File: config.mk
export PLATFORM = sky130hd
export DESIGN_NAME = rendezvous_message_engine
export DESIGN_NICKNAME = d
export VERILOG_FILES = /design/src/hw/rtl/rme_pkg.sv /design/src/hw/rtl/rme_ctl_mem.sv /design/src/hw/rtl/rme_msg_mem.sv /design/src/hw/rtl/rendezvous_message_engine.sv
export SDC_FILE = /design/constraint.sdc
export NUM_CORES = 2
export LEC_CHECK = 0
export ABC_AREA = 1
export BUFFER_PORTS_ARGS = -buffer_cell sky130_fd_sc_hd__buf_2
export CELL_PAD_IN_SITES_DETAIL_PLACEMENT = 1
export CELL_PAD_IN_SITES_GLOBAL_PLACEMENT = 2
export CORE_MARGIN = 2
export CORE_UTILIZATION = 34
export CTS_CLUSTER_SIZE = 8
export DETAILED_ROUTE_END_ITERATION = 10
export GPL_ROUTABILITY_DRIVEN = 0
export PLACE_DENSITY_LB_ADDON = 0.12
export SLEW_MARGIN = 5
export SYNTH_ARGS = -nofsm -noshare
export SYNTH_HDL_FRONTEND = slang
export SYNTH_SLANG_ARGS = --single-unit
File: constraint.sdc
create_clock -name clk -period 36.4 [get_ports clk]
set_input_delay 5.46 -clock clk [delete_from_list [all_inputs] [get_ports clk]]
set_output_delay 5.46 -clock clk [all_outputs]
set_load 0.1 [all_outputs]
File: src/hw/rtl/rme_pkg.sv
// Shared types, codes and helpers for the rendezvous message engine.
// Used by the control memory, the message memory and the top level.
`timescale 1ns / 1ps

package rme_pkg;

  localparam int SLOT_COUNT_DEF = 16;

  localparam logic [1:0] OP_LIVE = 2'd0;
  localparam logic [1:0] OP_SEND = 2'd1;
  localparam logic [1:0] OP_RECV = 2'd2;
  localparam logic [1:0] OP_NOP  = 2'd3;

  localparam logic [1:0] STAT_OK       = 2'd0;
  localparam logic [1:0] STAT_NOSUCH   = 2'd1;
  localparam logic [1:0] STAT_DEADLOCK = 2'd2;

  localparam logic [1:0] SLOT_UNUSED    = 2'd0;
  localparam logic [1:0] SLOT_RUNNABLE  = 2'd1;
  localparam logic [1:0] SLOT_SENDING   = 2'd2;
  localparam logic [1:0] SLOT_RECEIVING = 2'd3;

  typedef struct packed {
    logic [1:0] state;
    logic [3:0] send_tgt;
    logic       wait_any;
    logic [3:0] wait_slot;
  } ctl_entry_t;

  typedef struct packed {
    logic signed [31:0] word2;
    logic signed [31:0] word1;
    logic signed [31:0] mtype;
  } msg_t;

  typedef struct packed {
    logic [1:0] status;
    logic       delivered;
    logic       blocked;
    logic [3:0] deliver_slot;
    logic [3:0] msg_source;
    msg_t       msg;
  } result_t;

  function automatic result_t res_plain(input logic [1:0] status, input logic blocked);
    result_t r;
    r = '0;
    r.status = status;
    r.blocked = blocked;
    return r;
  endfunction

endpackage

File: src/hw/rtl/rme_ctl_mem.sv
// Slot control memory: state, send link and wait source per slot.
// Valid bits make never-written entries read as unused. Depends on rme_pkg.
`timescale 1ns / 1ps

module rme_ctl_mem import rme_pkg::*; #(
  parameter int SLOT_COUNT = SLOT_COUNT_DEF,
  parameter int IDX_W      = $clog2(SLOT_COUNT)
) (
  input  logic             clk,
  input  logic             rst_n,
  input  logic [IDX_W-1:0] rd_addr,
  output ctl_entry_t       rd_data,
  input  logic             we,
  input  logic [IDX_W-1:0] wr_addr,
  input  ctl_entry_t       wr_data
);

  ctl_entry_t             mem [SLOT_COUNT];
  logic [SLOT_COUNT-1:0]  vld_r;
  ctl_entry_t             rd_ent_r;
  logic                   rd_vld_r;

  always_ff @(posedge clk) begin
    if (!rst_n) begin
      vld_r <= '0;
      rd_vld_r <= 1'b0;
    end else begin
      if (we) vld_r[wr_addr] <= 1'b1;
      rd_vld_r <= vld_r[rd_addr];
    end
  end

  always_ff @(posedge clk) begin
    if (we) mem[wr_addr] <= wr_data;
    rd_ent_r <= mem[rd_addr];
  end

  assign rd_data = rd_vld_r ? rd_ent_r : '0;

endmodule

File: src/hw/rtl/rme_msg_mem.sv
// Parked message memory: one type word and two payload words per slot.
// Contents are undefined until a send parks there. Depends on rme_pkg.
`timescale 1ns / 1ps

module rme_msg_mem import rme_pkg::*; #(
  parameter int SLOT_COUNT = SLOT_COUNT_DEF,
  parameter int IDX_W      = $clog2(SLOT_COUNT)
) (
  input  logic             clk,
  input  logic [IDX_W-1:0] rd_addr,
  output msg_t             rd_data,
  input  logic             we,
  input  logic [IDX_W-1:0] wr_addr,
  input  msg_t             wr_data
);

  msg_t mem [SLOT_COUNT];
  msg_t rd_r;

  always_ff @(posedge clk) begin
    if (we) mem[wr_addr] <= wr_data;
    rd_r <= mem[rd_addr];
  end

  assign rd_data = rd_r;

endmodule

File: src/hw/rtl/rendezvous_message_engine.sv
// Rendezvous message engine: top level with the operation sequencer.
// Depends on rme_pkg, rme_ctl_mem and rme_msg_mem.
`timescale 1ns / 1ps

// One operation per input transfer, one result transfer per operation. The
// engine works on one operation at a time; per-slot state lives in a control
// memory and a message memory, both read in the cycle after the address
// is set. A send that parks first walks the deadlock chain, reading one
// control memory entry per hop. A receive from any sender scans the slots
// in order, one control read per slot. A new operation is taken while a
// finished result still waits in the output register. No clearing pass is
// needed after reset: per-slot valid bits make unwritten slots read unused.
module rendezvous_message_engine import rme_pkg::*; #(
  parameter int SLOT_COUNT = SLOT_COUNT_DEF
) (
  input  logic         clk,
  input  logic         rst_n,
  input  logic         in_tvalid,
  output logic         in_tready,
  // [3:0] requester_slot, [7:4] target_slot, [8] target_any,
  // [40:9] msg_type, [72:41] msg_word1, [104:73] msg_word2, rest zero
  input  logic [111:0] in_tdata,
  // [1:0] operation
  input  logic [1:0]   in_tuser,
  output logic         out_tvalid,
  input  logic         out_tready,
  // [0] delivered, [1] caller_blocked, [5:2] deliver_slot, [9:6] msg_source,
  // [41:10] out_type, [73:42] out_word1, [105:74] out_word2, rest zero
  output logic [111:0] out_tdata,
  // [1:0] status
  output logic [1:0]   out_tuser
);

  localparam int IDX_W  = $clog2(SLOT_COUNT);
  localparam int STEP_W = $clog2(SLOT_COUNT + 1);
  localparam logic [IDX_W-1:0] LAST_IDX = IDX_W'(SLOT_COUNT - 1);

  typedef enum logic [2:0] {
    S_IDLE, S_TGT, S_WALK, S_RTGT, S_SCAN, S_FIN, S_RESP
  } state_t;

  state_t            state_r, state_nxt;
  logic [1:0]        op_r, op_nxt;
  logic [3:0]        req_r, req_nxt;
  logic [3:0]        tgt_r, tgt_nxt;
  logic              any_r, any_nxt;
  msg_t              msg_r, msg_nxt;
  logic [STEP_W-1:0] steps_r, steps_nxt;
  logic [IDX_W-1:0]  rd_addr_r, rd_addr_nxt;
  result_t           res_r, res_nxt;
  result_t           out_r, out_nxt;
  logic              out_vld_r, out_vld_nxt;

  ctl_entry_t        ent;
  msg_t              msg_rd;
  logic              ctl_we;
  logic [IDX_W-1:0]  ctl_wa;
  ctl_entry_t        ctl_wd;
  logic              msg_we;

  logic              in_fire;
  logic [1:0]        in_op;
  logic [3:0]        in_req, in_tgt;
  logic              in_any;
  msg_t              in_msg;
  logic              in_req_ok, in_tgt_ok;

  // Slot numbers are 4 bits; memory indexes are IDX_W bits.
  logic [IDX_W+3:0]  in_req_ext, in_tgt_ext, req_ext, bst_ext, addr_ext;
  logic [IDX_W-1:0]  in_req_idx, in_tgt_idx, req_idx, bst_idx;
  logic [3:0]        addr_slot;

  assign in_op  = in_tuser;
  assign in_req = in_tdata[3:0];
  assign in_tgt = in_tdata[7:4];
  assign in_any = in_tdata[8];
  assign in_msg.mtype = in_tdata[40:9];
  assign in_msg.word1 = in_tdata[72:41];
  assign in_msg.word2 = in_tdata[104:73];

  assign in_req_ok = 32'(in_req) < SLOT_COUNT;
  assign in_tgt_ok = 32'(in_tgt) < SLOT_COUNT;

  assign in_req_ext = {IDX_W'(0), in_req};
  assign in_tgt_ext = {IDX_W'(0), in_tgt};
  assign req_ext    = {IDX_W'(0), req_r};
  assign bst_ext    = {IDX_W'(0), ent.send_tgt};
  assign addr_ext   = {4'b0, rd_addr_r};
  assign in_req_idx = in_req_ext[IDX_W-1:0];
  assign in_tgt_idx = in_tgt_ext[IDX_W-1:0];
  assign req_idx    = req_ext[IDX_W-1:0];
  assign bst_idx    = bst_ext[IDX_W-1:0];
  assign addr_slot  = addr_ext[3:0];

  assign in_tready = (state_r == S_IDLE);
  assign in_fire   = in_tvalid && in_tready;

  rme_ctl_mem #(.SLOT_COUNT(SLOT_COUNT), .IDX_W(IDX_W)) u_ctl_mem (
    .clk     (clk),
    .rst_n   (rst_n),
    .rd_addr (rd_addr_nxt),
    .rd_data (ent),
    .we      (ctl_we),
    .wr_addr (ctl_wa),
    .wr_data (ctl_wd)
  );

  // Message reads follow the control read address so a parked message
  // arrives together with its sender's control entry.
  rme_msg_mem #(.SLOT_COUNT(SLOT_COUNT), .IDX_W(IDX_W)) u_msg_mem (
    .clk     (clk),
    .rd_addr (rd_addr_nxt),
    .rd_data (msg_rd),
    .we      (msg_we),
    .wr_addr (req_idx),
    .wr_data (msg_r)
  );

  always_comb begin
    state_nxt   = state_r;
    op_nxt      = op_r;
    req_nxt     = req_r;
    tgt_nxt     = tgt_r;
    any_nxt     = any_r;
    msg_nxt     = msg_r;
    steps_nxt   = steps_r;
    rd_addr_nxt = rd_addr_r;
    res_nxt     = res_r;
    out_nxt     = out_r;
    out_vld_nxt = out_vld_r && !out_tready;
    ctl_we      = 1'b0;
    ctl_wa      = rd_addr_r;
    ctl_wd      = '0;
    msg_we      = 1'b0;

    unique case (state_r)
      S_IDLE: begin
        if (in_fire) begin
          op_nxt  = in_op;
          req_nxt = in_req;
          tgt_nxt = in_tgt;
          any_nxt = in_any;
          msg_nxt = in_msg;
          state_nxt = S_RESP;
          res_nxt = res_plain(STAT_OK, 1'b0);
          if (in_op == OP_NOP) begin
            res_nxt = res_plain(STAT_OK, 1'b0);
          end else if (!in_req_ok) begin
            res_nxt = res_plain(STAT_NOSUCH, 1'b0);
          end else begin
            unique case (in_op)
              OP_LIVE: begin
                // Make live: runnable, links cleared.
                ctl_we = 1'b1;
                ctl_wa = in_req_idx;
                ctl_wd.state = SLOT_RUNNABLE;
              end
              OP_SEND: begin
                if (!in_tgt_ok) begin
                  res_nxt = res_plain(STAT_NOSUCH, 1'b0);
                end else begin
                  rd_addr_nxt = in_tgt_idx;
                  state_nxt = S_TGT;
                end
              end
              OP_RECV: begin
                if (in_any) begin
                  rd_addr_nxt = '0;
                  state_nxt = S_SCAN;
                end else if (!in_tgt_ok) begin
                  res_nxt = res_plain(STAT_NOSUCH, 1'b0);
                end else begin
                  rd_addr_nxt = in_tgt_idx;
                  state_nxt = S_RTGT;
                end
              end
              default: res_nxt = res_plain(STAT_OK, 1'b0);
            endcase
          end
        end
      end

      S_TGT: begin
        state_nxt = S_RESP;
        if (ent.state == SLOT_UNUSED) begin
          res_nxt = res_plain(STAT_NOSUCH, 1'b0);
        end else if (tgt_r == req_r) begin
          res_nxt = res_plain(STAT_DEADLOCK, 1'b0);
        end else if (ent.state == SLOT_RECEIVING && (ent.wait_any || ent.wait_slot == req_r)) begin
          // Direct hand-over: wake the receiver, clear its wait source.
          ctl_we = 1'b1;
          ctl_wd.state = SLOT_RUNNABLE;
          ctl_wd.send_tgt = ent.send_tgt;
          res_nxt = res_plain(STAT_OK, 1'b0);
          res_nxt.delivered = 1'b1;
          res_nxt.deliver_slot = tgt_r;
          res_nxt.msg_source = req_r;
          res_nxt.msg = msg_r;
        end else begin
          // Hold the read address: the walk starts on the target's entry.
          steps_nxt = '0;
          state_nxt = S_WALK;
        end
      end

      S_WALK: begin
        if (ent.state == SLOT_SENDING) begin
          if (ent.send_tgt == req_r || 32'(steps_r) >= SLOT_COUNT) begin
            res_nxt = res_plain(STAT_DEADLOCK, 1'b0);
            state_nxt = S_RESP;
          end else if (32'(ent.send_tgt) >= SLOT_COUNT) begin
            rd_addr_nxt = req_idx;
            state_nxt = S_FIN;
          end else begin
            rd_addr_nxt = bst_idx;
            steps_nxt = steps_r + STEP_W'(1);
          end
        end else begin
          rd_addr_nxt = req_idx;
          state_nxt = S_FIN;
        end
      end

      S_RTGT: begin
        if (ent.state == SLOT_UNUSED) begin
          res_nxt = res_plain(STAT_NOSUCH, 1'b0);
          state_nxt = S_RESP;
        end else if (ent.state == SLOT_SENDING && ent.send_tgt == req_r) begin
          ctl_we = 1'b1;
          ctl_wd.state = SLOT_RUNNABLE;
          ctl_wd.wait_any = ent.wait_any;
          ctl_wd.wait_slot = ent.wait_slot;
          res_nxt = res_plain(STAT_OK, 1'b0);
          res_nxt.delivered = 1'b1;
          res_nxt.deliver_slot = req_r;
          res_nxt.msg_source = tgt_r;
          res_nxt.msg = msg_rd;
          state_nxt = S_RESP;
        end else begin
          rd_addr_nxt = req_idx;
          state_nxt = S_FIN;
        end
      end

      S_SCAN: begin
        if (ent.state == SLOT_SENDING && ent.send_tgt == req_r) begin
          // Lowest matching sender: wake it and take its parked message.
          ctl_we = 1'b1;
          ctl_wd.state = SLOT_RUNNABLE;
          ctl_wd.wait_any = ent.wait_any;
          ctl_wd.wait_slot = ent.wait_slot;
          res_nxt = res_plain(STAT_OK, 1'b0);
          res_nxt.delivered = 1'b1;
          res_nxt.deliver_slot = req_r;
          res_nxt.msg_source = addr_slot;
          res_nxt.msg = msg_rd;
          state_nxt = S_RESP;
        end else if (rd_addr_r == LAST_IDX) begin
          rd_addr_nxt = req_idx;
          state_nxt = S_FIN;
        end else begin
          rd_addr_nxt = rd_addr_r + IDX_W'(1);
        end
      end

      S_FIN: begin
        // Block the requester, keeping the link fields this operation leaves alone.
        ctl_we = 1'b1;
        ctl_wd = ent;
        if (op_r == OP_SEND) begin
          ctl_wd.state = SLOT_SENDING;
          ctl_wd.send_tgt = tgt_r;
          msg_we = 1'b1;
        end else begin
          ctl_wd.state = SLOT_RECEIVING;
          ctl_wd.wait_any = any_r;
          ctl_wd.wait_slot = tgt_r;
        end
        res_nxt = res_plain(STAT_OK, 1'b1);
        state_nxt = S_RESP;
      end

      S_RESP: begin
        if (!out_vld_r || out_tready) begin
          out_nxt = res_r;
          out_vld_nxt = 1'b1;
          state_nxt = S_IDLE;
        end
      end

      default: state_nxt = S_IDLE;
    endcase
  end

  always_ff @(posedge clk) begin
    if (!rst_n) begin
      state_r   <= S_IDLE;
      out_vld_r <= 1'b0;
      steps_r   <= '0;
      rd_addr_r <= '0;
    end else begin
      state_r   <= state_nxt;
      out_vld_r <= out_vld_nxt;
      steps_r   <= steps_nxt;
      rd_addr_r <= rd_addr_nxt;
    end
    op_r  <= op_nxt;
    req_r <= req_nxt;
    tgt_r <= tgt_nxt;
    any_r <= any_nxt;
    msg_r <= msg_nxt;
    res_r <= res_nxt;
    out_r <= out_nxt;
  end

  assign out_tvalid = out_vld_r;
  assign out_tuser  = out_r.status;
  assign out_tdata  = {6'b0, out_r.msg.word2, out_r.msg.word1, out_r.msg.mtype,
                       out_r.msg_source, out_r.deliver_slot, out_r.blocked,
                       out_r.delivered};

  a_dlv_not_blocked: assert property (@(posedge clk) disable iff (!rst_n)
    out_tvalid |-> !(out_r.delivered && out_r.blocked))
    else $error("result both delivered and blocked");

  a_err_quiet: assert property (@(posedge clk) disable iff (!rst_n)
    (out_tvalid && out_r.status != STAT_OK) |-> (!out_r.delivered && !out_r.blocked))
    else $error("error result carries delivery or block");

  a_walk_bound: assert property (@(posedge clk) disable iff (!rst_n)
    (state_r == S_WALK) |-> (32'(steps_r) <= SLOT_COUNT))
    else $error("deadlock walk exceeded its bound");

  a_accept_only_idle: assert property (@(posedge clk) disable iff (!rst_n)
    (in_fire && in_tuser != OP_LIVE) |-> !ctl_we)
    else $error("control write during accept of a non make-live operation");

endmodule

Word level (Yosys, flattened, before mapping) --
Memory sizes are Yosys's and may differ from the RTL's. A register that Yosys moved wholly into a read port is not among the register bits. Index checks and enable logic that the tools add are counted.
Storage, ports and cells: bits in registers 353, memory bits (writable) 1712, input port bits 118, output and inout port bits 116, logic and storage cells 171, memories kept 2
Memories:
- u_msg_mem.mem | depth 16, bits a word 96, read ports 1, clocked after memory_dff 1, wr ports 1, RTL line rme_msg_mem.sv:17 | msg_t mem [SLOT_COUNT];
- u_ctl_mem.mem | depth 16, bits a word 11, read ports 1, clocked after memory_dff 1, wr ports 1, RTL line rme_ctl_mem.sv:18 | ctl_entry_t mem [SLOT_COUNT];
Operators by class: $add $sub $neg 2, order comparisons 4, eq/ne operators 29, muxes and demuxes 84, bitwise logic cells 1, reductions and logical operators 20
Operators with widths (count):
- 108-bit two-way mux | 9
- 108-bit one-hot mux with 6 select lines | 1
- 4-bit two-way mux | 14
- 5-bit two-way mux | 9
- 3-bit two-way mux | 11
- 1-bit two-way mux | 24
- 3-bit one-hot mux with 7 select lines | 1
- 2-bit != test (second input constant) | 8
- 16-bit bitwise OR | 1
- 4-bit one-hot mux with 2 select lines | 2
- 4-bit one-hot mux with 4 select lines | 1
- 5-bit one-hot mux with 3 select lines | 1
- 4-bit equality test | 3
- 6-bit two-way mux | 2
- 11-bit two-way mux | 1
- 4-bit by 5-bit less-than comparator with 1-bit output (second input constant) | 2
- 2-bit one-hot mux with 5 select lines | 1
- 5-bit one-hot mux with 2 select lines | 1
- 3-bit equality test (second input constant) | 3
- 3-bit != test (second input constant) | 3
- 2-bit equality test (second input constant) | 4
- 7-bit AND reduction | 1
- 3-bit by 2-bit equality test with 1-bit output (second input constant) | 2
- 3-bit one-hot mux with 2 select lines | 1
- other kinds (23) | 34

Depth between registers and ports, before layout --
depth in word-level cells 10, gate-level depth with buffers 23, mapped depth without buffers 18

By module --
Synthesis repeated with hierarchy kept, for this count alone.
Second synthesis, totals: cells, all modules 8000, area, all modules 88716.3 um^2
Modules (own cells, without submodules):
- rme_msg_mem | instances 1, cells each 6302, area an instance 67643.6 um^2, seq. area each 48046.1 um^2
- rendezvous_message_engine | instances 1, cells each 1024, area an instance 13046.3 um^2, seq. area each 9959.6 um^2
- rme_ctl_mem | instances 1, cells each 674, area an instance 8026.4 um^2, seq. area each 5845.6 um^2

Worst setup path after synthesis --
Ideal clock, no wire load.
path kind input -> register, from in out_tready, to reg out_r, in the netlist out_tdata[0] (enable), library setup time 0.840 ns, arrival time 15.685 ns, data required time 35.560 ns, slack 19.875 ns, stages on the path 2, buffers on the path 0, path through nor2_1 > nor4_1
Between the ends: cells in the longest elaborated chain, start to end 2
Ends and longest elaborated chain:
- start: declaration | RTL line rendezvous_message_engine.sv:26 | input logic out_tready,
- 1-bit logical OR | RTL line rendezvous_message_engine.sv:284 | if (!out_vld_r || out_tready) begin
- 2-bit AND reduction (no source line)
- end signal: assignment | RTL line rendezvous_message_engine.sv:313 | out_r <= out_nxt;
- end: declaration | RTL line rendezvous_message_engine.sv:51 | result_t out_r, out_nxt;
Every way passes these cells. A chain may end at the register's enable or synchronous reset.

Final worst setup path --
from in in_tuser[0], to reg u_msg_mem.rd_data[48] (netlist name)
Between the ends: cells in the longest elaborated chain, start to end 5
Ends and longest elaborated chain:
- start: declaration | RTL line rendezvous_message_engine.sv:24 | input logic [1:0] in_tuser,
- 2-bit equality test or 2-bit by 1-bit equality test with 1-bit output (tied branches) | RTL line rendezvous_message_engine.sv:151 | unique case (in_op)
- 4-bit one-hot mux with 2 select lines | RTL line rendezvous_message_engine.sv:151
- 4-bit two-way mux (*) | RTL line rendezvous_message_engine.sv:146 | if (in_op == OP_NOP) begin
- 4-bit two-way mux (*) | RTL line rendezvous_message_engine.sv:138 | if (in_fire) begin
- 4-bit one-hot mux with 4 select lines (*) | RTL line rendezvous_message_engine.sv:136 | unique case (state_r)
Mark *: on every way between the ends. The rest lies on a longest branch, timed or not.

==> results by group <==
Outcome
  – Status: completed

Routing
  – DRC violations left: 0
  – Initial DRT Pass Iterations: 5
  – Total Wirelength: 256000 um
  – Iteration-0 DRC count of the detailed router: 3583
  – Detail Route Antenna Nets: 0
  – Average wire per standard cell: roughly 26 um
  – Vias: 51477
  – Via density: 5.12

Clock network
  – CTS clk-pin slew, worst paths: 50 ps
  – Hold_buf cts: 0
  – CTS buffer count: 322
  – CTS tree: done
  – CTS Sinks: ~2200
  – Max Buffers Root-to-Sink: 4
  – Cts repair resizes: 0
  – H-tree Lvls: 5
  – Worst-Skew Late Latency: 930 ps
  – CTS root buf: clkbuf_16
  – # Post-CTS Setup Buffers: 0

Floorplan
  – Initial core utilization: 34.3%
  – Die height: 500 um
  – Die area: 0.250 sq mm
  – Core ar.: around 0.24 sq mm
  – Boundary Pins: ~230
  – Die width: 500 um
  – Row count: 181

Timing
  – Fin worst setup slack: 25470 ps
  – Worst-Margin Slew: 1340 ps
  – Hold Vio Cnt, Final: 0
  – Final setup viols: 0
  – Max Fclk: 91.5 MHz
  – Worst hold slack: 394 ps
  – Slew margin rel.: 10.6%
  – Max Slew Vio Count: 0
  – Final period utilization: 30.0%
  – Final TNS setup: 0 ps
  – Setup Skew: 54.8 ps
  – Fin crit period: around 11000 ps
  – RSZ-0062 raised after global routing: false

Place
  – Placement Cell Area: roughly 0.088 sq mm
  – Post-DP HPWL: ~120000 um
  – Placed cells: 9515
  – Place WS: 24400 ps
  – Number of port buffers: 220

Worst setup path
  – Critical Path RT: 37190 ps
  – CP endpoint kind: register
  – Startpoint types: input pin
  – Crit path kind: in -> reg
  – Reg-to-reg slack, setup: 29230 ps
  – CP Max Fanout: 124
  – CP arrival: 11720 ps

Global route
  – Total congestion overflow: 0
  – Global-route wire length before repair: 372000 um
  – Largest net degree at the start of global routing: just under 200
  – Initial antenna violation count: 17
  – Vias in the first global route: approximately 53000
  – Total track usage: 20.2%

Synth
  – Unique masters post-synth: just over 40
  – Post-Syn Area: between 0.08 and 0.09 sq mm
  – Register bit total from synthesis: about 2200
  – Post-synth EDFFs: a little over 2000
  – Sequential cell area fraction in the yosys report: 76.5%
  – Commonest cells in the netlist: 2035 x edfxtp_1, 1117 x nor2_1, 695 x nand3_1
  – Synth warnings: 0
  – Async SR Flop Fraction: 0%
  – Syn Area/Cell: 13.0 sq um
  – Ys flop type: edfxtp_1
  – Cell with the most instances after synthesis: edfxtp_1
  – Syn Inst Count: 6400
  – Synth top area share: 73.2%
  – Ranking of synthesized cells by area: edfxtp_1 73%, nor2_1 5.0%, nand3_1 4.2%
  – Biggest area consumer among synthesized cells: edfxtp_1

Cells and area
  – Register area: between 0.06 and 0.07 sq mm
  – # fillers: 25189
  – Area Overhead vs Synth: 16.1%
  – Layout cells sized above 1: 10.3%
  – Final Non-Filler Cells: 10045
  – Multi-input gate area: 0.0166 sq mm
  – Layout Cell Area excl Fill: roughly 0.097 sq mm
  – Final nets: 6763
  – Fin util: 39.8%

Power
  – PwrDens: around 93 mW/mm^2
  – Leak: 33.2 nW
  – Total Power: 9.02 mW
  – Worst vdd ir: 0.000119 V

Run
  – Max-Cap Viols: 0

Hold path
  – Tightest Hold Check Type: reg -> reg
[report_power, final]
group / internal [mW] / switching (mW)
clock network: 1.66 / 1.06
logic: 0.764 / 2.24
registers: 3.11 / 0.197
total: 5.53 / 3.49
[registers in the layout, summed over array words and instances, names as in the netlist, 11 cells and up]
| signal | count |
|---|---|
| msg_r | 96 |
| out_tdata | 106 |
| res_r | 108 |
| u_ctl_mem.mem | 176 |
| u_ctl_mem.rd_ent_r | 11 |
| u_ctl_mem.vld_r | 16 |
| u_msg_mem.mem | 1536 |
| u_msg_mem.rd_data | 96 |
[cells in the final DEF (no fill, tap or decap), types with 185 or more instances in the layout]
cell type / count
a21oi_1: 307
clkbuf_1: 185
inv_1: 370
edfxtp_1: 2035
nand3_1: 695
nand2_1: 240
o21ai_0: 624
o21ai_1: 206
nor2_1: 1099
clkbuf_16: 328
buf_2: 220
[critical path: stages]
cell	delay (ps)
buf_2	130
inv_1	70
ha_1	290
nand3_1	100
a21oi_1	220
nand4_1	270
nand2_1	170
inv_1	80
nor2_4	590
buf_12	580
buf_4	850
buf_4	760
buf_4	740
buf_4	640
nor2_1	100
o21ai_1	100
nand3_1	100
nand3_1	150
nand2_1	100
[layout make-up]
cell class / count / share of cell area, %
diodes: 3 / 0.00774
clock buffers: 516 / 9.22
clock inverters: 11 / 0.114
inverters: 382 / 1.51
multi-input cells: 3451 / 17.1
flip-flops and latches: 2172 / 65.8
well taps: 3202 / 4.13
repair buffers: 308 / 2.06
[kinds of logic (layout without fill, tap and decap cells)]
logic type	Yosys count	after routing	share of synthesized area [%]
buf+inv	782	1217	3.92
other cells	1	9	0.00449
xor+xnor	7	7	0.0734
fa+ha+maj	8	8	0.120
flops	2172	2172	76.5
compound gates	1302	1302	8.56
simple gates	2128	2128	10.9
[final timing paths]
kind | start | endpoint | depth (start not counted)
setup reg to reg | req_idx[2] | u_msg_mem.rd_data[48] | 21
hold / removal | res_r[43] | out_tdata[53] | 0
hold reg to reg | res_r[43] | out_tdata[53] | 0
setup / recovery | in_tuser[0] | u_msg_mem.rd_data[48] | 19
[metal layers]
layer	vias to the layer above	global-route usage [%]	wire, um
met2	1076	33.2	121000
li1	23566	-	-
met4	0	5.48	6220
met3	380	2.75	10000
met1	26455	28.2	119000
met5	-	0	0
Note: power is estimated with default switching activity, not from simulation.
